$ cat src/sv/assert_macros.svh
// Assertion macros shared by the RTL of the direction angle unit.
// Depends on nothing; the assertions compile away when SYNTHESIS is defined.
`ifndef ASSERT_MACROS_SVH
`define ASSERT_MACROS_SVH

`ifndef SYNTHESIS
`define ASSERT_IMPLIES(label, clk, rst, cond, prop) \
  label: assert property (@(posedge clk) disable iff (rst) (cond) |-> (prop)) \
    else $error("assertion failed");
`define ASSERT_NEXT(label, clk, rst, cond, prop) \
  label: assert property (@(posedge clk) disable iff (rst) (cond) |=> (prop)) \
    else $error("assertion failed");
`else
`define ASSERT_IMPLIES(label, clk, rst, cond, prop)
`define ASSERT_NEXT(label, clk, rst, cond, prop)
`endif

`endif

$ cat src/sv/dad_pkg.sv
// Types and constants of the direction angle unit.
// Used by every module of the unit; depends on nothing.
`timescale 1ns / 1ps
`default_nettype none

package dad_pkg;

  localparam int XY_W         = 44;
  localparam int NORM_BITS    = 41;
  localparam int NORM_STAGES  = 6;
  localparam int CORDIC_STEPS = 30;
  localparam int TURN_W       = 33;
  localparam int ATAN_W       = 30;
  localparam int PROD_W       = 42;

  localparam logic [TURN_W-1:0] QUARTER = 33'h0_4000_0000;
  localparam logic [TURN_W-1:0] HALF    = 33'h0_8000_0000;
  localparam logic [TURN_W-1:0] THREE_Q = 33'h0_C000_0000;
  localparam logic [TURN_W-1:0] TURN    = 33'h1_0000_0000;

  localparam logic [ATAN_W-1:0] ATAN_TABLE [CORDIC_STEPS] = '{
    30'h20000000, 30'h12E4051E, 30'h09FB385B, 30'h051111D4, 30'h028B0D43,
    30'h0145D7E1, 30'h00A2F61E, 30'h00517C55, 30'h0028BE53, 30'h00145F2F,
    30'h000A2F98, 30'h000517CC, 30'h00028BE6, 30'h000145F3, 30'h0000A2FA,
    30'h0000517D, 30'h000028BE, 30'h0000145F, 30'h00000A30, 30'h00000518,
    30'h0000028C, 30'h00000146, 30'h000000A3, 30'h00000051, 30'h00000029,
    30'h00000014, 30'h0000000A, 30'h00000005, 30'h00000003, 30'h00000001
  };

  typedef struct packed {
    logic valid;
    logic dx_zero;
    logic dy_zero;
    logic dx_neg;
    logic dy_neg;
  } dad_ctrl_t;

endpackage

`default_nettype wire

$ cat src/sv/dad_norm_cell.sv
// One normalizing cell: shifts both magnitudes left by a fixed amount when
// the larger one stays below the normalized limit. Depends on dad_pkg.
`timescale 1ns / 1ps
`default_nettype none

module dad_norm_cell #(
  parameter int SHIFT = 1
) (
  input  wire logic                        clk,
  input  wire logic                        rst,
  input  wire logic                        en,
  input  wire dad_pkg::dad_ctrl_t          ctrl_in,
  input  wire logic [dad_pkg::XY_W-1:0]    ax_in,
  input  wire logic [dad_pkg::XY_W-1:0]    ay_in,
  output dad_pkg::dad_ctrl_t               ctrl,
  output logic [dad_pkg::XY_W-1:0]         ax,
  output logic [dad_pkg::XY_W-1:0]         ay
);
  import dad_pkg::*;

  localparam int LIM = NORM_BITS - SHIFT;

  logic fits;

  assign fits = (((ax_in | ay_in) >> LIM) == '0);

  always_ff @(posedge clk) begin
    if (rst) begin
      ctrl <= '0;
    end else if (en) begin
      ctrl <= ctrl_in;
    end
  end

  always_ff @(posedge clk) begin
    if (en) begin
      ax <= fits ? (ax_in << SHIFT) : ax_in;
      ay <= fits ? (ay_in << SHIFT) : ay_in;
    end
  end

endmodule

`default_nettype wire

$ cat config.mk
export PLATFORM = sky130hd
export DESIGN_NAME = dad_norm_cell
export DESIGN_NICKNAME = d
export VERILOG_FILES = /design/src/sv/assert_macros.svh /design/src/sv/dad_pkg.sv /design/src/sv/dad_norm_cell.sv
export SDC_FILE = /design/constraint.sdc
export NUM_CORES = 1
export LEC_CHECK = 0
export BUFFER_PORTS_ARGS = -buffer_cell sky130_fd_sc_hd__buf_4
export CAP_MARGIN = 20
export CORE_MARGIN = 3
export CORE_UTILIZATION = 46
export CTS_CLUSTER_DIAMETER = 80
export DETAILED_ROUTE_END_ITERATION = 6
export GPL_ROUTABILITY_DRIVEN = 0
export HOLD_SLACK_MARGIN = 0.15
export PLACE_DENSITY_LB_ADDON = 0.12
export RECOVER_POWER = 100
export SYNTH_ARGS = -nofsm -noshare
export SYNTH_HDL_FRONTEND = slang
export SYNTH_SLANG_ARGS = --single-unit
$ cat constraint.sdc
create_clock -name clk -period 1.9 [get_ports clk]
set_input_delay 0.095 -clock clk [delete_from_list [all_inputs] [get_ports clk]]
set_output_delay 0.095 -clock clk [all_outputs]
set_load 0.01 [all_outputs]
# Word level (Yosys, flattened, before mapping)
# Index checks and enable logic that the tools add are counted.
# W data, S select, Z words.
op_classes:
  bitwise_logic: 1
  n_mux: 2
  reduce_logical: 1
ops:
  columns: ["op", "n"]
  rows:
  - ["$mux W44", 2]
  - ["$logic_not A44 Y1", 1]
  - ["$or A44 B44 Y44", 1]
totals:
  out_inout_bits: 93
  elab_cells: 13
  register_bits: 93
  inputBits: 96

# Logic depth before layout (Yosys ltp)
depth:
  word_depth: 3
  ltp_mapped: 4
  ltp_nobuf: 3

# Least setup slack after synthesis
# Ideal clock, no wire load.
synth_path:
  path_kind: "input port to flip-flop"
  start: "input port ay_in[42] (netlist bit)"
  end: "register ax[10] (netlist bit) (data pin)"
  path_stages: 4
  arrival_time_ps: 1099
  setup_time_ps: 262
  path_buffers: 1
  t_required_ps: 1638
  setup_slack_ps: 539
  cell_sequence: "nor4_2 nand2_1 buf_2 mux2_1"
synth_via:
  elab_chain_len: 3
synth_rtl:
  columns: ["element", "line", "source"]
  rows:
  - ["from (decl)", "dad_norm_cell.sv:14", "input wire logic [dad_pkg::XY_W-1:0] ay_in,"]
  - ["$or A44 B44 Y44", "dad_norm_cell.sv:25", "assign fits = (((ax_in | ay_in) >> LIM) == '0);"]
  - ["$logic_not A44 Y1", "dad_norm_cell.sv:25", null]
  - ["$mux W44", "dad_norm_cell.sv:37", "ax <= fits ? (ax_in << SHIFT) : ax_in;"]
  - ["to (signal assigned)", "dad_norm_cell.sv:37", null]
  - ["to (decl)", "dad_norm_cell.sv:16", "output logic [dad_pkg::XY_W-1:0] ax,"]
# Every way passes these cells.
# A chain may end at the register's enable or synchronous reset.

# Worst setup path after layout
layout_path:
  start: "input port ax_in[41] (netlist bit)"
  end: "register ay[25] (netlist bit) (data pin)"
layout_via:
  elab_chain_len: 3
layout_rtl:
  columns: ["element", "line", "source"]
  rows:
  - ["from (decl)", "dad_norm_cell.sv:13", "input wire logic [dad_pkg::XY_W-1:0] ax_in,"]
  - ["$or A44 B44 Y44", "dad_norm_cell.sv:25", null]
  - ["$logic_not A44 Y1", "dad_norm_cell.sv:25", null]
  - ["$mux W44", "dad_norm_cell.sv:38", "ay <= fits ? (ay_in << SHIFT) : ay_in;"]
  - ["to (signal assigned)", "dad_norm_cell.sv:38", null]
  - ["to (decl)", "dad_norm_cell.sv:17", "output logic [dad_pkg::XY_W-1:0] ay"]
# Every way passes these cells.

==> metrics.md <==
| Metric | Value |
|---|---|
| Antenna violation net count after detailed routing | 0 |
| Critical Path Start Type | input pin |
| Die area | 9422 um2 |
| Sw frac | 0.2245 |
| # nets final | 582 |
| Total global routing track utilization | 0.2148 |
| Remaining max-slew budget at the tightest pin | 0.3673 |
| Clock root cell | clkbuf_8 |
| Post-synthesis sequential area ratio | 0.7189 |
| WP data required | 1.98 ns |
| Hold_sp | en |
| Source-to-sink clock delay at the later pin of the worst-skew pair | 0.33 ns |
| Outcome | finished, final reports clean |
| Detailed Routing Iterations Pass 1 | 6 |
| Wire length of the first global-routing pass | 15.95 mm |
| Most common library cell in the layout ignoring fill and taps | clkbuf_1 |
| Vias in the first global route | 3158 |
| Nets in the synthesized netlist | 299 |
| Setup tns final | 0 ns |
| Slowest stage cell on the critical path | dlygate4sd3_1 |
| Leak Pwr | 0.002359 uW |
| Buf+Inv Stages, Crit Path | 3 |
| Sequential power share | 0.547 |
| Mean post-synth cell area | 18.79 um2 |
| Remaining global-route overflow | 0 |
| Post-route clock period utilization | 0.9621 |
| Cell-by-cell trace of the critical path | dlygate4sd3_1, clkbuf_1, nor4_4, nand2_4, buf_4, mux2_1 |
| Yosys warning count | 0 |
| Maximum Capacitance Violations | 0 |
| Clock skew | 0 ns |
| Register cell area after layout | 2743 um2 |
| Num Clock Sinks | 93 |
| 1st-iter DRT viols | 105 |
| Kind of cell with the highest combined delay on the critical path | buffers and inverters |
| Width of the die | 97.07 um |
| Combinational Power Share | 0.149 |
| Number of inserted diodes | 0 |
| # H-tree levels | 3 |
| DRC violation count after routing | 0 |
| IO Port Bufs | 188 |
| Post-detailed-route wirelength per cell | 17.11 um |
| Detailed-route via count | 2867 |
| Yosys cell types | 11 |
| Final critical delay including setup and external delays | 1.828 ns |
| Post-detailed-route via-to-cell ratio | 4.843 |
| Max-slew violation count | 0 |
| TritonCTS clock tree | yes |
| Maximum clock insertion buffer count | 2 |
| Signed area change from the synthesized netlist to the final layout | 60.45% |
| Clock Power Share | 0.305 |
| Maximum number of pins on one net before global-route repair | 54 |
| Max IR drop VDD | 0.0006419 V |
| Synthesized cell area | 3815 um2 |
| Peak per-stage delay on the critical path | 0.53 ns |
| Origin of the worst setup path | ax_in[41] |
| Power spent charging and discharging nets | 1014 uW |
| Transition time of the tightest slew-check pin | 0.9490 ns |
| RSZ-0062 raised after global routing | no |
| Final setup violation count | 0 |
| Clock buffer count from CTS | 9 |
| Most used cells in the layout excluding fill and tap cells | clkbuf_1, dlygate4sd3_1, edfxtp_1 |
| Critical path endpoint category | flip-flop |
| Reg-to-Reg Start | ctrl[0] |
| IO Count | 189 |
| Hold violation total from the final report | 0 |
| Placeable core region | 7888 um2 |
| Chip height | 97.07 um |
| Footprint of the multi-input gates | 1022 um2 |
| Hold depth | 1 |
| Cell depth of the worst setup path | 6 |
| Initial cell density of the core | 0.4837 |
| # rows | 32 |
| Tightest Hold Check Type | in2reg |
| FF+latch count, synth | 93 |
| Gate Count Post-Synth | 203 |
| Minimum hold slack | 0.1855 ns |
| Worst R2R Path Depth | 3 |
| Ratio of cells with drive above 1 in the final layout | 0.2265 |
| P per Cell Area | 737.8 nW/um2 |
| Crit path DAT | 1.91 ns |
| Start-to-end type of the worst setup path | in2reg |
| Maximum fanout along the worst path | 27 |
| HPWL after detailed placement | 6.335 mm |
| Final-layout fill cell count | 549 |
| Register clock-pin slew on the reported worst setup and hold paths | 0.09 ns |
| Power Internal | 3502 uW |
| Achievable clock frequency | 547.1 MHz |
| Number of antenna violations at the first check in global routing | 0 |
| Sum of routed wire length over all layers | 10.13 mm |
kinds of logic after synthesis:
group,count (synthesis),share of synthesized area
flops,93,0.7189
mux,83,0.2434
compound gates,2,0.004593
simple gates,10,0.01574
buf+inv,15,0.01738
per-stage QoR:
stage	setup WS [ns]	power (uW)	utilization	cells	area (um2)
floorplan	0.5386	2677	-	203	3815
global placement	0.2993	3139	0.6808	483	5370
detailed placement	0.2297	3154	0.6808	483	5370
CTS	0.003318	4660	0.8258	592	6514
global route	0.01240	4698	0.7760	592	6121
finish	0.07201	4516	0.7760	592	6121
repair_timing:
item	in CTS	in global routing
endpoints found under the setup margin	0	45
hold buffers	94	0
hold endpoints to repair	93	0
resized for setup	0	1
buffers inserted	0	0
power by group through the flow:
stage               logic, uW  registers, uW  clock network, uW
floorplan                80.9           2600                  0
global route              727           2480               1490
finish                    672           2470               1380
detailed placement        640           2510                  0
CTS                       800           2470               1390
global placement          632           2510                  0
path summary, 6_finish.rpt:
kind                  end  slack [ns]
hold reg to reg   ctrl[1]        0.51
hold / removal     ay[11]        0.19
setup / recovery   ay[25]        0.07
setup reg to reg  ctrl[0]        0.75
area by class of cell:
type                       instances  share of cell area
sequential                        93              0.4481
timing repair buffer             287              0.3309
tap                              102             0.02085
clock buffer                       9             0.02024
clock inverter                     6             0.01288
multi-input combinational         95              0.1670
sequential cells by signal (all words and copies together), names as in the netlist:
register	flops
ay	44
ax	44
ctrl	5
cell usage after synthesis:
library cell,number,share of area
nor2_1,5,0.0049
a31o_2,2,0.0046
buf_2,8,0.010
nand2_1,1,0.00098
dfxtp_1,5,0.026
mux2_1,78,0.23
nor4_2,2,0.0066
edfxtp_1,88,0.69
clkbuf_1,7,0.0069
and2_1,2,0.0033
mux2i_1,5,0.013
layer usage:
layer	track usage	vias up	part of all wire	wire length [um]
met3	0.06748	14	0.078	793
met4	0.06695	0	0.014	146
li1	-	1350	-	-
met5	0	-	0	0
met1	0.2355	1382	0.37	3698
met2	0.3944	121	0.54	5488
(Power assumes the default switching activity.)
