===== config.mk =====
export PLATFORM = sky130hd
export DESIGN_NAME = dad_front
export DESIGN_NICKNAME = d
export VERILOG_FILES = /design/src/sv/assert_macros.svh /design/src/sv/dad_pkg.sv /design/src/sv/dad_front.sv
export SDC_FILE = /design/constraint.sdc
export NUM_CORES = 1
export LEC_CHECK = 0
export ABC_AREA = 1
export BUFFER_PORTS_ARGS = -buffer_cell sky130_fd_sc_hd__buf_4
export CAP_MARGIN = 10
export CORE_UTILIZATION = 53
export CTS_CLUSTER_DIAMETER = 80
export DETAILED_ROUTE_END_ITERATION = 7
export GPL_TIMING_DRIVEN = 0
export PLACE_DENSITY = 0.87
export SLEW_MARGIN = 20
export SYNTH_ARGS = -nofsm -noshare
export SYNTH_HDL_FRONTEND = slang
export SYNTH_SLANG_ARGS = --single-unit

===== constraint.sdc =====
create_clock -name clk -period 2.31 [get_ports clk]
set_input_delay 0.1155 -clock clk [delete_from_list [all_inputs] [get_ports clk]]
set_output_delay 0.1155 -clock clk [all_outputs]
set_load 0.01 [all_outputs]

===== src/sv/assert_macros.svh =====
// Assertion macros shared by the RTL of the direction angle unit.
// Depends on nothing; the assertions compile away when SYNTHESIS is defined.
`ifndef ASSERT_MACROS_SVH
`define ASSERT_MACROS_SVH

`ifndef SYNTHESIS
`define ASSERT_IMPLIES(label, clk, rst, cond, prop) \
  label: assert property (@(posedge clk) disable iff (rst) (cond) |-> (prop)) \
    else $error("assertion failed");
`define ASSERT_NEXT(label, clk, rst, cond, prop) \
  label: assert property (@(posedge clk) disable iff (rst) (cond) |=> (prop)) \
    else $error("assertion failed");
`else
`define ASSERT_IMPLIES(label, clk, rst, cond, prop)
`define ASSERT_NEXT(label, clk, rst, cond, prop)
`endif

`endif


===== src/sv/dad_pkg.sv =====
// Types and constants of the direction angle unit.
// Used by every module of the unit; depends on nothing.
`timescale 1ns / 1ps
`default_nettype none

package dad_pkg;

  localparam int XY_W         = 44;
  localparam int NORM_BITS    = 41;
  localparam int NORM_STAGES  = 6;
  localparam int CORDIC_STEPS = 30;
  localparam int TURN_W       = 33;
  localparam int ATAN_W       = 30;
  localparam int PROD_W       = 42;

  localparam logic [TURN_W-1:0] QUARTER = 33'h0_4000_0000;
  localparam logic [TURN_W-1:0] HALF    = 33'h0_8000_0000;
  localparam logic [TURN_W-1:0] THREE_Q = 33'h0_C000_0000;
  localparam logic [TURN_W-1:0] TURN    = 33'h1_0000_0000;

  localparam logic [ATAN_W-1:0] ATAN_TABLE [CORDIC_STEPS] = '{
    30'h20000000, 30'h12E4051E, 30'h09FB385B, 30'h051111D4, 30'h028B0D43,
    30'h0145D7E1, 30'h00A2F61E, 30'h00517C55, 30'h0028BE53, 30'h00145F2F,
    30'h000A2F98, 30'h000517CC, 30'h00028BE6, 30'h000145F3, 30'h0000A2FA,
    30'h0000517D, 30'h000028BE, 30'h0000145F, 30'h00000A30, 30'h00000518,
    30'h0000028C, 30'h00000146, 30'h000000A3, 30'h00000051, 30'h00000029,
    30'h00000014, 30'h0000000A, 30'h00000005, 30'h00000003, 30'h00000001
  };

  typedef struct packed {
    logic valid;
    logic dx_zero;
    logic dy_zero;
    logic dx_neg;
    logic dy_neg;
  } dad_ctrl_t;

endpackage

`default_nettype wire


===== src/sv/dad_front.sv =====
// Front end: forms dx and dy, then their magnitudes and sign flags.
// Two registered stages; depends on dad_pkg.
`timescale 1ns / 1ps
`default_nettype none

module dad_front #(
  parameter int COORD_BITS = 16
) (
  input  wire logic                         clk,
  input  wire logic                         rst,
  input  wire logic                         en,
  input  wire logic                         valid_in,
  input  wire logic signed [COORD_BITS-1:0] start_x,
  input  wire logic signed [COORD_BITS-1:0] start_y,
  input  wire logic signed [COORD_BITS-1:0] end_x,
  input  wire logic signed [COORD_BITS-1:0] end_y,
  output dad_pkg::dad_ctrl_t                ctrl,
  output logic [dad_pkg::XY_W-1:0]          ax,
  output logic [dad_pkg::XY_W-1:0]          ay
);
  import dad_pkg::*;

  logic                    diff_valid;
  logic signed [COORD_BITS:0] dx;
  logic signed [COORD_BITS:0] dy;
  logic [COORD_BITS:0]     ax_mag;
  logic [COORD_BITS:0]     ay_mag;

  assign ax_mag = dx[COORD_BITS] ? $unsigned(-dx) : $unsigned(dx);
  assign ay_mag = dy[COORD_BITS] ? $unsigned(-dy) : $unsigned(dy);

  always_ff @(posedge clk) begin
    if (rst) begin
      diff_valid <= 1'b0;
      ctrl       <= '0;
    end else if (en) begin
      diff_valid    <= valid_in;
      ctrl.valid    <= diff_valid;
      ctrl.dx_zero  <= (dx == '0);
      ctrl.dy_zero  <= (dy == '0);
      ctrl.dx_neg   <= dx[COORD_BITS];
      ctrl.dy_neg   <= dy[COORD_BITS];
    end
  end

  always_ff @(posedge clk) begin
    if (en) begin
      dx <= {end_x[COORD_BITS-1], end_x} - {start_x[COORD_BITS-1], start_x};
      dy <= {start_y[COORD_BITS-1], start_y} - {end_y[COORD_BITS-1], end_y};
      ax <= {{(XY_W-COORD_BITS-1){1'b0}}, ax_mag};
      ay <= {{(XY_W-COORD_BITS-1){1'b0}}, ay_mag};
    end
  end

endmodule

`default_nettype wire


Yosys cells after proc, flatten, opt, wreduce, memory -nomap -nowiden --
Cells that the tools add are included.
Storage, ports and cells: register bits after elaboration 74, input port bits 68, output and inout bits 93, logic and storage cells 20
Operators by class: reductions and logical operators 2, add/sub/neg operators 4, muxes and demuxes 2
Operator list (number):
- $logic_not 17->1 | 2
- $neg 17->17 | 2
- $sub 16x16->17 | 2
- $mux 16 | 2

Depth between registers and ports, before layout --
depth in word-level cells 2, mapped depth 12, gate-level depth less buffers 12

Worst setup path before layout --
Ideal clock, no wire load.
kind register to register, start register dy[0], end register ay[16] (netlist bit) (data pin), data arrival time 1.416 ns, cell stages (with the launch flop) 10, library setup time 0.249 ns, setup slack 0.645 ns, data required time 2.061 ns, path buffers 0, period minus slack after synthesis 1.665 ns, cells stage by stage edfxtp_1 inv_1 ha_1 nand3_1 nor2_1 nand2_1 nor4_1 ha_1 nand2_1 inv_1
On the way: word-level cells in the longest chain between the ends 1
RTL lines:
- start, declared | line dad_front.sv:25 | logic signed [COORD_BITS:0] dy;
- start signal, assigned | line dad_front.sv:49 | dy <= {start_y[COORD_BITS-1], start_y} - {end_y[COORD_BITS-1], end_y};
- $neg 17->17 | line dad_front.sv:30 | assign ay_mag = dy[COORD_BITS] ? $unsigned(-dy) : $unsigned(dy);
- end signal, assigned | line dad_front.sv:51 | ay <= {{(XY_W-COORD_BITS-1){1'b0}}, ay_mag};
- end, declared | line dad_front.sv:19 | output logic [dad_pkg::XY_W-1:0] ay
No other way between the ends. A chain may end at the register's enable or synchronous reset.

Worst setup path in the final report --
start register dx[0], end register ax[16] (netlist bit) (data pin)
On the way: word-level cells in the longest chain between the ends 1
RTL lines:
- start, declared | line dad_front.sv:24 | logic signed [COORD_BITS:0] dx;
- start signal, assigned | line dad_front.sv:48 | dx <= {end_x[COORD_BITS-1], end_x} - {start_x[COORD_BITS-1], start_x};
- $neg 17->17 | line dad_front.sv:29 | assign ax_mag = dx[COORD_BITS] ? $unsigned(-dx) : $unsigned(dx);
- end signal, assigned | line dad_front.sv:50 | ax <= {{(XY_W-COORD_BITS-1){1'b0}}, ax_mag};
- end, declared | line dad_front.sv:18 | output logic [dad_pkg::XY_W-1:0] ax,
No other way between the ends.

==> results.json <==
{
  "drc": 0,
  "numCtsBuffers": 9,
  "ys_seq_area_share_pct": 38.2,
  "final_nets": 1028,
  "setup_viol": 0,
  "synth_cell_types": 30,
  "finalSetupTns_ns": 0,
  "synthXorXnorAreaFrac_pct": 5.26,
  "grt_max_degree": 70,
  "cp-start-kind": "flip-flop",
  "ys_top_cells_by_area": "edfxtp_1 (36%), nand2_1 (15%), inv_1 (10%)",
  "routed_via_density": 4.37,
  "power_density_nw_per_um2": 562,
  "p_leak_nw": 3.96,
  "synth.avg_cell_area_um2": 7.55,
  "postCtsResizedCells": 0,
  "cp_max_fo": 3,
  "cts_setup_buffers": 0,
  "root_buffer": "clkbuf_8",
  "stdcell_count": 1063,
  "synth_top_family_by_area": "simple AND/OR/NAND/NOR gates",
  "path_cells": "inv_1, ha_1, nand3_1, nor2_1, inv_1, nor4_1, ha_1, nand2_1, inv_1",
  "synth_top_area_share_pct": 36.1,
  "netlist_area_um2": 5660,
  "hold_violations": 0,
  "yosys.area_share.simple_pct": 25.5,
  "finalCritPeriodShare_pct": 82.5,
  "clk_path_buf_depth": 2,
  "fin_skew_ns": 0.0113,
  "synth_fa_ha_area_share_pct": 8.66,
  "synthToLayoutAreaGrowth_pct": 23.6,
  "status": "finished clean",
  "fill_cells": 868,
  "yosysWarnings": 0,
  "period_needed_ns": 1.91,
  "synth_compound_area_share_pct": 3.63,
  "ys_ff_latch": 74,
  "die_area_um2": 11100,
  "die_h_um": 105,
  "first_pass_iters": 5,
  "wire_per_inst_um": 9.30,
  "synthMuxAreaShare_pct": 0,
  "worst_hold_path_type": "in2reg",
  "rows": 37,
  "synth_cells": 750,
  "grt_first_pass_wirelength_um": 17100,
  "worstPathArrival_ns": 2.01,
  "cts_max_level": 3,
  "drt_wl_total_um": 9890,
  "max_freq_mhz": 525,
  "first_iter_violations": 282,
  "start_util_pct": 54.8,
  "cts_hold_buf": 2,
  "antenna_found_initial": 0,
  "power_mw": 3.93,
  "diodes": 0,
  "drive_gt1_share_pct": 23.4,
  "cpMaxStageDelayCell": "edfxtp_1",
  "die_w_um": 105,
  "vdd_drop_max_v": 0.000245,
  "clkTransAtPathRegs_ns": 0.07,
  "post-dp-hpwl_um": 8260,
  "clkLatencyLatePin_ns": 0.35,
  "slew_headroom_pct": 46.1,
  "drv_cap": 0,
  "cts_sinks": 74,
  "critPathRequiredTime_ns": 2.41,
  "core-area_um2": 10300,
  "tightest_slew_ns": 0.809,
  "drtAntennaViolNets": 0,
  "grt_usage_pct": 19.0,
  "grt-ovfl-total": 0,
  "dp.cells": 1045,
  "crit_type": "reg2reg",
  "rsz0062_at_grt": "false",
  "cpMostUsedCell": "inv_1",
  "vias": 4642,
  "synth.largest_area_cell": "edfxtp_1",
  "io_pins": 161,
  "port_buffers": 106,
  "end_kind": "flip-flop",
  "cts_tree": "built",
  "slew_violations": 0,
  "grt_pass1_vias": 4055,
  "max_stage_delay_ns": 0.38,
  "gp_congestion": 0.871
}
[worst max-delay path: cells and delay by family (launching register included)]
kind,cells,cell delay [ns]
AND/OR/NAND/NOR,4,0.63
flip-flops,1,0.38
adder cells (fa/ha/maj),2,0.46
buffers and inverters,3,0.20
[per-stage QoR]
stage               utilization, %  hold slack [ns]  area, um2  worst slack [ns]
floorplan                        -            0.185       5860             0.645
global placement              66.1            0.324       6830             0.474
detailed placement            66.1            0.328       6830             0.443
CTS                           67.8            0.136       7000             0.416
global route                  67.8            0.180       7000             0.239
finish                        67.8            0.155       7000             0.404
[final timing paths]
path	startpoint	end	slack, ns	depth (start not counted)
setup / recovery	dx[0]	ax[16]	0.40	9
hold / removal	start_x[0]	dx[0]	0.15	3
setup reg to reg	dx[0]	ax[16]	0.40	9
hold reg to reg	dy[0]	ay[0]	0.45	0
[synthesized netlist by cell type (all sizes together)]
library cell / number
a211oi: 2
nor2: 38
nor4: 2
xor2: 26
inv: 169
o211ai: 2
nand4: 1
clkbuf: 1
fa: 2
xnor2: 8
o21ai: 7
buf: 57
nand2: 248
nor3: 9
dfxtp: 6
ha: 36
nand3: 38
conb: 1
or2: 2
a21oi: 25
o31ai: 2
edfxtp: 68
[cell type report]
class	count	area, um2	area share, %
Multi-Input combinational cell	502	2640	37.7
Sequential cell	74	2160	30.9
Timing Repair Buffer	108	816	11.7
Inverter	169	634	9.07
Buffer	58	424	6.06
Tap cell	136	170	2.43
Clock buffer	15	146	2.09
Clock inverter	1	5.00	0.0715
[layout by cell type (no fill, tap or decap), types with 3 or more instances in the layout]
cell type and instances:
buf_4 160, clkbuf_1 7, nand2_1 229, nor2_1 36
clkbuf_8 9, xor2_1 26, buf_2 3, nor3_2 8
dfxtp_1 6, inv_1 155, edfxtp_1 68, nand3_1 37
inv_2 14, ha_1 36, conb_1 54, a21oi_1 25
xnor2_1 8, o21ai_0 5, nand2_2 19
[metal layers]
layer	up-vias	share of wire [%]	wire length, um	GRT usage, %
met5	-	0	0	0
met4	0	1.8	175	8.35
met3	11	6.2	616	2.41
met2	152	45	4480	31.3
met1	1946	47	4620	24.9
li1	2533	-	-	-
[sequential cells by signal, summed over array words and instances (netlist names)]
name	cells
ax	17
ctrl	5
ay	17
diff_valid	1
dy	17
dx	17
[report_power, final]
| part | switching [mW] | internal, mW |
|---|---|---|
| sequential | 0.0945 | 1.74 |
| clock | 0.415 | 0.391 |
| combinational | 0.725 | 0.568 |
| total | 1.23 | 2.70 |
[cells by family (layout without fill, tap and decap cells)]
group	Yosys count	in the layout
DFF	74	74
adders and majority gates	38	38
other	1	54
AOI/OAI and AO/OA	38	38
xor gates and xnor gates	34	34
buffers and inverters	227	351
and+or+nand+nor	338	338
Note: power is estimated with default switching activity, not from simulation.
