**src/sv/assert_macros.svh**
```systemverilog
// Assertion macros shared by the RTL of the direction angle unit.
// Depends on nothing; the assertions compile away when SYNTHESIS is defined.
`ifndef ASSERT_MACROS_SVH
`define ASSERT_MACROS_SVH

`ifndef SYNTHESIS
`define ASSERT_IMPLIES(label, clk, rst, cond, prop) \
  label: assert property (@(posedge clk) disable iff (rst) (cond) |-> (prop)) \
    else $error("assertion failed");
`define ASSERT_NEXT(label, clk, rst, cond, prop) \
  label: assert property (@(posedge clk) disable iff (rst) (cond) |=> (prop)) \
    else $error("assertion failed");
`else
`define ASSERT_IMPLIES(label, clk, rst, cond, prop)
`define ASSERT_NEXT(label, clk, rst, cond, prop)
`endif

`endif

```
**src/sv/dad_pkg.sv**
```systemverilog
// Types and constants of the direction angle unit.
// Used by every module of the unit; depends on nothing.
`timescale 1ns / 1ps
`default_nettype none

package dad_pkg;

  localparam int XY_W         = 44;
  localparam int NORM_BITS    = 41;
  localparam int NORM_STAGES  = 6;
  localparam int CORDIC_STEPS = 30;
  localparam int TURN_W       = 33;
  localparam int ATAN_W       = 30;
  localparam int PROD_W       = 42;

  localparam logic [TURN_W-1:0] QUARTER = 33'h0_4000_0000;
  localparam logic [TURN_W-1:0] HALF    = 33'h0_8000_0000;
  localparam logic [TURN_W-1:0] THREE_Q = 33'h0_C000_0000;
  localparam logic [TURN_W-1:0] TURN    = 33'h1_0000_0000;

  localparam logic [ATAN_W-1:0] ATAN_TABLE [CORDIC_STEPS] = '{
    30'h20000000, 30'h12E4051E, 30'h09FB385B, 30'h051111D4, 30'h028B0D43,
    30'h0145D7E1, 30'h00A2F61E, 30'h00517C55, 30'h0028BE53, 30'h00145F2F,
    30'h000A2F98, 30'h000517CC, 30'h00028BE6, 30'h000145F3, 30'h0000A2FA,
    30'h0000517D, 30'h000028BE, 30'h0000145F, 30'h00000A30, 30'h00000518,
    30'h0000028C, 30'h00000146, 30'h000000A3, 30'h00000051, 30'h00000029,
    30'h00000014, 30'h0000000A, 30'h00000005, 30'h00000003, 30'h00000001
  };

  typedef struct packed {
    logic valid;
    logic dx_zero;
    logic dy_zero;
    logic dx_neg;
    logic dy_neg;
  } dad_ctrl_t;

endpackage

`default_nettype wire

```
**src/sv/dad_back.sv**
```systemverilog
// Back end: clamps the first-quadrant angle, places it in its quadrant,
// scales the binary angle to rounded degrees and wraps a full turn to zero.
// Two registered stages; depends on dad_pkg.
`timescale 1ns / 1ps
`default_nettype none

module dad_back #(
  parameter int ANGLE_FRAC_BITS = 8
) (
  input  wire logic                               clk,
  input  wire logic                               rst,
  input  wire logic                               en,
  input  wire dad_pkg::dad_ctrl_t                 ctrl_in,
  input  wire logic signed [dad_pkg::TURN_W-1:0]  z_in,
  output logic                                    valid,
  output logic [ANGLE_FRAC_BITS+8:0]              result
);
  import dad_pkg::*;

  localparam int DEG_W = ANGLE_FRAC_BITS + 10;
  localparam int OUT_W = ANGLE_FRAC_BITS + 9;
  localparam logic [DEG_W-1:0]  FULL  = DEG_W'(360 * (2 ** ANGLE_FRAC_BITS));
  localparam logic [PROD_W-1:0] ROUND = PROD_W'(1) << (31 - ANGLE_FRAC_BITS);

  logic               a_valid;
  logic [TURN_W-1:0]  t;
  logic [TURN_W-1:0]  a_next;
  logic [TURN_W-1:0]  a;
  logic [PROD_W-1:0]  prod;
  logic [DEG_W-1:0]   deg;
  logic [DEG_W-1:0]   wrapped;

  always_comb begin
    if (z_in[TURN_W-1]) begin
      t = '0;
    end else if ($unsigned(z_in) > QUARTER) begin
      t = QUARTER;
    end else begin
      t = $unsigned(z_in);
    end
    if (ctrl_in.dx_zero) begin
      if (ctrl_in.dy_zero) begin
        a_next = '0;
      end else if (ctrl_in.dy_neg) begin
        a_next = THREE_Q;
      end else begin
        a_next = QUARTER;
      end
    end else if (ctrl_in.dy_zero) begin
      a_next = ctrl_in.dx_neg ? HALF : '0;
    end else if (!ctrl_in.dx_neg && !ctrl_in.dy_neg) begin
      a_next = t;
    end else if (ctrl_in.dx_neg && !ctrl_in.dy_neg) begin
      a_next = HALF - t;
    end else if (ctrl_in.dx_neg) begin
      a_next = HALF + t;
    end else begin
      a_next = TURN - t;
    end
  end

  assign prod    = {{(PROD_W-TURN_W){1'b0}}, a} * PROD_W'(360) + ROUND;
  assign wrapped = (deg >= FULL) ? (deg - FULL) : deg;
  assign result  = wrapped[OUT_W-1:0];

  always_ff @(posedge clk) begin
    if (rst) begin
      a_valid <= 1'b0;
      valid   <= 1'b0;
    end else if (en) begin
      a_valid <= ctrl_in.valid;
      valid   <= a_valid;
    end
  end

  always_ff @(posedge clk) begin
    if (en) begin
      a   <= a_next;
      deg <= prod[PROD_W-1:32-ANGLE_FRAC_BITS];
    end
  end

endmodule

`default_nettype wire

```
**config.mk**
```make
export PLATFORM = sky130hd
export DESIGN_NAME = dad_back
export DESIGN_NICKNAME = d
export VERILOG_FILES = /design/src/sv/assert_macros.svh /design/src/sv/dad_pkg.sv /design/src/sv/dad_back.sv
export SDC_FILE = /design/constraint.sdc
export NUM_CORES = 1
export LEC_CHECK = 0
export BUFFER_PORTS_ARGS = -buffer_cell sky130_fd_sc_hd__buf_2
export CORE_MARGIN = 5
export CORE_UTILIZATION = 45
export CTS_BUF_LIST = sky130_fd_sc_hd__clkbuf_16
export DETAILED_ROUTE_END_ITERATION = 7
export SYNTH_ARGS = -nofsm -noshare
export SYNTH_HDL_FRONTEND = slang
export SYNTH_SLANG_ARGS = --single-unit
export TNS_END_PERCENT = 20
```
**constraint.sdc**
```tcl
create_clock -name clk -period 14.9 [get_ports clk]
set_input_delay 1.49 -clock clk [delete_from_list [all_inputs] [get_ports clk]]
set_output_delay 1.49 -clock clk [all_outputs]
set_load 0.1 [all_outputs]
```
Word-level counts from Yosys, hierarchy flattened
Cells that the tools add are included.
{"block": "op_classes", "n_mux": 11, "addsub": 5, "multipliers": 1, "magnitude_cmp": 2, "n_reduce_logical": 4}
{"op": "33-bit 2-to-1 mux", "n": 5}
{"op": "32-bit 2-to-1 mux", "n": 5}
{"op": "42-bit by 24-bit adder with 42-bit output (second input constant)", "n": 1}
{"op": "33-bit by 6-bit multiplier with 39-bit output (second input constant)", "n": 1}
{"op": "32-bit by 33-bit adder with 33-bit output (first input constant)", "n": 1}
{"op": "33-bit by 31-bit greater-than comparator with 1-bit output (second input constant)", "n": 1}
{"op": "32-bit by 33-bit subtractor with 33-bit output (first input constant)", "n": 1}
{"op": "33-bit subtractor (first input constant)", "n": 1}
{"op": "18-bit by 17-bit >= comparator with 1-bit output (second input constant)", "n": 1}
{"op": "17-bit 2-to-1 mux", "n": 1}
{"op": "17-bit subtractor (second input constant)", "n": 1}
{"op": "1-bit logical AND", "n": 2}
{"op": "1-bit zero test", "n": 2}
{"block": "totals", "register_bits": 53, "out_inout_bits": 18, "word_cells": 27}

Longest topological paths before layout
Gate-level depths: netlist of the first run.
{"block": "logic_depth", "word_depth": 9, "depth_mapped": 18}

Worst setup path after synthesis of the first run
Ideal clock, no wire load.
{"block": "synth_path", "path_kind": "reg2reg", "from": "register a[27]", "to": "register deg[17], data pin", "required_time_ns": 14.643, "path_stages_with_launch": 17, "setup_slack_ns": 9.903, "setup_time_ns": 0.257, "t_arrival_ns": 4.740, "cell_sequence": "edfxtp_1 ha_1 inv_1 fa_1 fa_1 inv_1 ha_1 and3_1 and4_1 nand3_1 nand3_1 o32ai_1 xor2_1 or4_1 or4b_1 a221o_1 xor2_1"}
{"block": "synth_between", "elab_chain_len": 2}
{"item": "start, declared", "line_no": "dad_back.sv:28", "text": "logic [TURN_W-1:0] a;"}
{"item": "start signal, assigned", "line_no": "dad_back.sv:78", "text": "a <= a_next;"}
{"item": "33-bit by 6-bit multiplier with 39-bit output", "line_no": "dad_back.sv:62", "text": "assign prod = {{(PROD_W-TURN_W){1'b0}}, a} * PROD_W'(360) + ROUND;"}
{"item": "42-bit by 24-bit adder with 42-bit output", "line_no": "dad_back.sv:62"}
{"item": "net prod[41]", "line_no": "dad_back.sv:29", "text": "logic [PROD_W-1:0] prod;"}
{"item": "end signal, assigned", "line_no": "dad_back.sv:79", "text": "deg <= prod[PROD_W-1:32-ANGLE_FRAC_BITS];"}
{"item": "end, declared", "line_no": "dad_back.sv:30", "text": "logic [DEG_W-1:0] deg;"}
The timed path passes the listed nets, and every way through them passes these cells.
A chain may end at the register's enable or synchronous reset.

Worst setup path after layout of the first run
{"block": "layout_path", "from": "register a[20]", "to": "register deg[17], data pin"}
Same word-level chain as after synthesis.

==> results of run 1 <==
per-layer routing:
layer	GRT usage [%]	up-vias
li1	-	2938
met1	24.9	2599
met2	27.9	150
met3	2.46	24
met4	5.71	0
met5	0	-
power by group through the flow:
stage | clock, mW | sequential (mW) | combinational (mW)
final | 0.116 | 0.233 | 1.17
after global routing | 0.125 | 0.236 | 1.29
after CTS | 0.120 | 0.233 | 1.17
after detailed placement | 0 | 0.236 | 1.16
after global placement | 0 | 0.236 | 1.15
after floorplan | 0 | 0.234 | 0.975
placed cells by master, fill, tap and decap left out, types with 4 or more instances in the layout:
| cell | netlist | routed |
|---|---|---|
| inv_1 | 111 | 112 |
| ha_1 | 88 | 88 |
| nor2_1 | 84 | 84 |
| buf_2 | 4 | 58 |
| nand2_1 | 51 | 51 |
| edfxtp_1 | 51 | 51 |
| a21oi_1 | 47 | 47 |
| fa_1 | 47 | 47 |
| xor2_1 | 39 | 39 |
| o21ai_0 | 37 | 37 |
| xnor2_1 | 22 | 22 |
| nor3_1 | 21 | 21 |
| nand3_1 | 17 | 17 |
| a21o_1 | 11 | 11 |
| and3_1 | 10 | 10 |
| nand4_1 | 9 | 9 |
| a31oi_1 | 9 | 9 |
| nor4_1 | 7 | 7 |
| o211ai_1 | 6 | 6 |
| a211oi_1 | 6 | 6 |
| o21a_1 | 6 | 6 |
| o21bai_1 | 6 | 6 |
| o31ai_1 | 6 | 6 |
| or2_2 | 6 | 6 |
| or4_1 | 5 | 5 |
| a22oi_1 | 5 | 5 |
| o41ai_1 | 5 | 5 |
| mux2i_1 | 5 | 5 |
| clkbuf_16 | 0 | 5 |
| and2_1 | 4 | 4 |
| nor2b_1 | 4 | 4 |
| or3_1 | 4 | 4 |
| o31a_1 | 4 | 4 |
cells in the mapped netlist, types with 7 or more instances:
library cell	n	area [um2]
a21oi_1	47	235
nand2_1	51	191
a21o_1	11	82.6
o21ai_0	37	185
nor4_1	7	43.8
buf_4	14	105
edfxtp_1	51	1530
nand3_1	17	85.1
nand4_1	9	56.3
fa_1	47	941
nor3_1	21	105
and3_1	10	62.6
xnor2_1	22	193
xor2_1	39	342
inv_1	111	417
a31oi_1	9	56.3
ha_1	88	1100
nor2_1	84	315
worst max-delay path by stage:
stage               startpoint      end  slack (ns)  cells past startpoint
global placement       z_in[2]    a[24]        9.47                     15
CTS                      a[20]  deg[17]        9.40                     17
detailed placement       a[20]  deg[17]        9.43                     17
finish                   a[20]  deg[17]        9.36                     17
floorplan                a[27]  deg[17]        9.90                     16
global route              a[9]  deg[17]        9.00                     18
layout make-up:
class / count / area [um2] / share of cell area, %
Tap cell: 216 / 270 / 3.47
Timing Repair Buffer: 61 / 313 / 4.01
Sequential cell: 53 / 1570 / 20.2
Inverter: 111 / 417 / 5.34
Clock inverter: 3 / 18.8 / 0.241
Multi-Input combinational cell: 622 / 5080 / 65.2
Clock buffer: 5 / 125 / 1.60
cell families (layout without fill, tap and decap cells):
group | Yosys count | in the layout | synth area share [%]
XOR/XNOR | 61 | 61 | 7.39
adder cells (fa/ha/maj) | 135 | 135 | 28.2
AO/OA/AOI/OAI | 175 | 175 | 16.8
multiplexers | 5 | 5 | 0.692
flip-flops | 53 | 53 | 21.7
buffers and inverters | 137 | 180 | 8.01
AND/OR/NAND/NOR | 246 | 246 | 17.2
critical path, cell delays in order, from the launching register on:
cell and delay, ns:
edfxtp_1 0.42, ha_1 0.37, xor2_1 0.19, ha_1 0.28, inv_1 0.05, fa_1 0.52, inv_1 0.05, ha_1 0.50
a21oi_1 0.16, o21ai_0 0.49, nor3_1 0.10, a221oi_1 0.24, nand3b_1 0.22, nor3b_1 0.43, nand4_2 0.24, or4b_1 0.58
a221o_1 0.32, xor2_1 0.14
state kept, by name (all words and copies together), names as in the netlist:
register  count
deg          18
a            33
valid         1
a_valid       1
==> metrics, run 1 <==
status=completed; pwr/cell area=a little under 200 nW/um2; hold path cells=2; port buffer count=58; ant diodes=0; min-delay worst type=register to register; Core Area=between 15000 and 20000 um2; Mapped Cells=approximately 800; Data required, critical path=around 15 ns; hold_buf cts=0; GRT Resource Usage Total=roughly 18%; post-route ant nets=0; Max-Cap Viols=0; Pre-antenna DRT Iters=5; final core occ=a little under 50%; htree depth=2; sum of negative setup slack=0 ns; Die Span Y=137 um; Logic pwr share=between 70 and 80%; startpoint types=register; minimum hold slack=0.500 ns; pre-CTS setup slack=~9.4 ns; cell area after layout=a little under 8000 um2; Clk pin slew, worst setup/hold paths=around 0.070 ns; post-synth cell types=76; # clock sinks=53; clk root buf=clkbuf_16; Slew @ Worst Pin=between 1 and 1.5 ns; Most used DFF post-synth=edfxtp_1; final setup margin=roughly 9.4 ns; Net Sw Power=between 0.8 and 0.9 mW; flop2flop setup slack=between 9 and 10 ns; DR vias/cell=approximately 5.3; PostCTS Resize Cnt=0; sequential power share=15.3%; hpwl dp=approximately 14 mm; Seq cells post-synth=53; drt drc=0; site row count=between 40 and 50; Final GP Congestion=approximately 0.97; Static Leak=3.48 nW; CP Capture Type=register; die width=around 140 um; fin. max-slew vios=0; die area=18700 um2; worst relative slew slack=approximately a fifth; Overflow after GRT=0; WP data arrival=5.60 ns; reg2reg start=a[20]; crit path max fanout=12; mapped cell area=about 7200 um2; Layout Nets=1030; Layout area overhead=7.80%; Mapped Nets=about 1000; WS Path Type=register to register; unrepaired setup endpoints after global routing=false; clock network power share=7.6%; TritonCTS clock tree=yes; number of synthesized flops with an enable pin=slightly above 50; Hold Fails Final Rpt=0; total number of vias=5711; Layout fillers=between 1500 and 2000; wire length on met1=7.80 mm; layout cells sized above 1=11.3%; hold path start=a_valid; sequential-to-total area share from yosys stat=a little over a fifth; met3 routed WL=between 600 and 700 um; DR top layer=met4; Worst VDD drop=between 150 and 200 uV; worst skew pair latency=approximately 0.3 ns; fin crit period=around 5.5 ns; Post CTS Setup Buffer Count=0; number of global-route vias before repair=5745; placed inst area=7650 um2; Reg2Reg Depth=17; async set-reset flop share out of synthesis=0%; WL final=approximately 16 mm; Initial Util=approximately 46%; Power Internal=about 0.66 mW; Sw Share=between 50 and 60%; clock buffer depth=2; syn avg cell area=8.91 um2; Pwr Total=~1.5 mW; first-pass GRT wire length=between 20 and 30 mm; Fmax achieved=around 0.18 GHz; # setup viols final=0; metal2 WL=about 7.1 mm; Final Skew=about 0.0058 ns; CTS buffer count=5; DR iter-0 viols=about 280; crit share post-route=a little under two fifths; Inst Count DP=roughly 1100; reg2reg end=deg[17]; non-filler instance count after layout=roughly 1100; largest net degree at the start of global routing=54; post-DR wirelength/cell=approximately 15 um; initial antenna violation count=0; WHS Endpoint=a_valid; yosys warns=0; I/O Pins=around 60
(Power assumes the default switching activity.)
==> inputs of run 2 (changes only) <==
--- a/config.mk
+++ b/config.mk
@@ -5,6 +5,7 @@
 export SDC_FILE = /design/constraint.sdc
 export NUM_CORES = 1
 export LEC_CHECK = 0
+export ABC_AREA = 1
 export BUFFER_PORTS_ARGS = -buffer_cell sky130_fd_sc_hd__buf_2
 export CORE_MARGIN = 5
 export CORE_UTILIZATION = 45
==> constraint.sdc (replaced) <==
create_clock -name clk -period 4.5 [get_ports clk]
set_input_delay 0.45 -clock clk [delete_from_list [all_inputs] [get_ports clk]]
set_output_delay 0.45 -clock clk [all_outputs]
set_load 0.1 [all_outputs]
==> run 2 against run 1 <==
Sequential share of layout area down 3.2 points. Highest routed layer unchanged. Clock skew is 0.0073 ns higher. Sequential power rose to 3.4 times the previous value. Worst hold slack lost 0.19 ns. Setup slack got worse by 9.0 ns. Clock-buffer cell count unchanged.
==> metrics, run 2 <==
status=completed; Core Area=18700 um2; reg2reg start=a[5]; # setup viols final=0; CP Capture Type=register; crit share post-route=between 90% and 100%; Final GP Congestion=a little over 0.9; number of global-route vias before repair=approximately 7200; WL final=between 15 and 20 mm; number of flip-flops in the largest register=33; total number of vias=between 7000 and 8000; initial antenna violation count=0; CP most frequent cell=nand2_1; startpoint types=register; TritonCTS clock tree=yes; Reg with most FFs=a; crit path max fanout=4; clk root buf=clkbuf_16; die width=between 100 and 150 um; number of synthesized flops with an enable pin=slightly above 50; Final Skew=between 0.01 and 0.015 ns; critical path's slowest cell=fa_1; crit-path leading delay family=adder cells; # clock sinks=53; commonest non-fill, non-tap cell in the layout=nand2_1; WP data arrival=4.20 ns; site row count=50; final core occ=between 40% and 50%; minimum hold slack=between 0.3 and 0.4 ns; Pre-antenna DRT Iters=5; Layout Nets=1493; worst stage delay on the critical path=around 0.47 ns; fin. max-slew vios=0; WP buf/inv=3; htree depth=2; Slew @ Worst Pin=slightly below 0.8 ns; DR vias/cell=4.66; most frequent cells in the layout=nand2_1 (366), inv_1 (287), nor2_1 (100), ha_1 (83); port buffer count=between 50 and 60; min-delay worst type=primary input to register; Most used DFF post-synth=edfxtp_1; Static Leak=approximately 5.1 nW; sum of negative setup slack=0 ns; die area=21800 um2; async set-reset flop share out of synthesis=0%; worst relative slew slack=about 48%; GRT Resource Usage Total=between 10% and 20%; Data required, critical path=4.56 ns; layout cells sized above 1=a little over a tenth; Seq cells post-synth=53; Hold Fails Final Rpt=0; Crit. Startpoint=a[5]; yosys warns=0; Synth top area share=around 18%; I/O Pins=a little under 60; top flop regs=a x33, deg x18; clock buffer depth=2; largest cells by area after synthesis=edfxtp_1 (18%), nand2_1 (16%), ha_1 (13%); DR iter-0 viols=240; sequential-to-total area share from yosys stat=around 18%; Mapped Nets=about 1400; Overflow after GRT=0; Mapped Cells=between 1000 and 1500; Clk pin slew, worst setup/hold paths=0.07 ns; Initial Util=around 46%; hpwl dp=between 15 and 20 mm; largest area contributor in the netlist=edfxtp_1; CTS buffer count=5; hold path start=rst; mapped cell area=between 8000 and 9000 um2; first-pass GRT wire length=32.5 mm; leading cell type by number of instances after synthesis=nand2_1; Inst Count DP=1542; pre-CTS setup slack=around 0.30 ns; ant diodes=0; syn avg cell area=just under 7 um2; non-filler instance count after layout=1552; post-DR wirelength/cell=roughly 12 um; fin crit period=about 4.1 ns; placed inst area=~9000 um2; Post-synth top cells=nand2_1 (367), inv_1 (285), nor2_1 (103), ha_1 (88), nand3_1 (58); Fmax achieved=~0.24 GHz; WS Path Type=register to register; Layout area overhead=8.43%; Die Span Y=148 um; post-synth cell types=47; largest net degree at the start of global routing=55; worst skew pair latency=about 0.31 ns; pwr/cell area=roughly 670 nW/um2; post-route ant nets=0; Max-Cap Viols=0; drt drc=0; cell area after layout=between 9000 and 10000 um2; final setup margin=approximately 0.36 ns; Worst VDD drop=295 uV; Pwr Total=just over 6 mW
==> run 2: cell count changes after synthesis, sizes merged, moves of 11 or more <==
cell,before,now
xor2,39,28
nand4,10,21
nand2,52,385
inv,111,292
nor2,85,125
o21ai,39,26
xnor2,22,8
nand3,18,61
==> run 2: routing by layer <==
| metal | track usage (%) | wire length, um |
|---|---|---|
| met1 | 23.6 | 8970 |
| met2 | 30.6 | 8600 |
| met3 | 1.93 | 509 |
| met4 | 5.45 | 478 |
| met5 | 0 | 0 |
==> run 2: power breakdown <==
part | internal [mW] | leakage, nW | switching, mW
logic | 1.49 | 4.56 | 3.52
clock network | 0.203 | 0.0724 | 0.183
registers | 0.740 | 0.508 | 0.0416
total | 2.44 | 5.14 | 3.75
==> run 2: layout make-up <==
cell class	count	area, um2
fillers	1928	9460
clock inverters	3	15.0
flip-flops and latches	53	1570
inverters	293	1100
well taps	234	293
clock buffers	5	125
repair buffers	64	335
multi-input cells	900	5800
==> run 2: kinds of logic after synthesis <==
logic type | after synthesis | share of synthesized area [%]
simple gates | 629 | 32.4
buf+inv | 314 | 14.5
fa+ha+maj | 135 | 24.0
compound gates | 100 | 7.00
flops | 53 | 18.4
xor+xnor | 36 | 3.70
==> run 2: what timing repair did <==
item / CTS / global route
gates resized for setup: 0 / 14
buffers inserted: 0 / 2
hold buffers: 0 / 0
endpoints found under the setup margin: 0 / 2
hold endpoints to repair: 0 / 0
==> run 2: final timing paths <==
path / end / slack (ns) / cells after the start
worst max-delay path: deg[17] / 0.36 / 26
worst min-delay path: valid / 0.31 / 2
worst max register to register: deg[17] / 0.36 / 26
worst min register to register: valid / 0.45 / 2
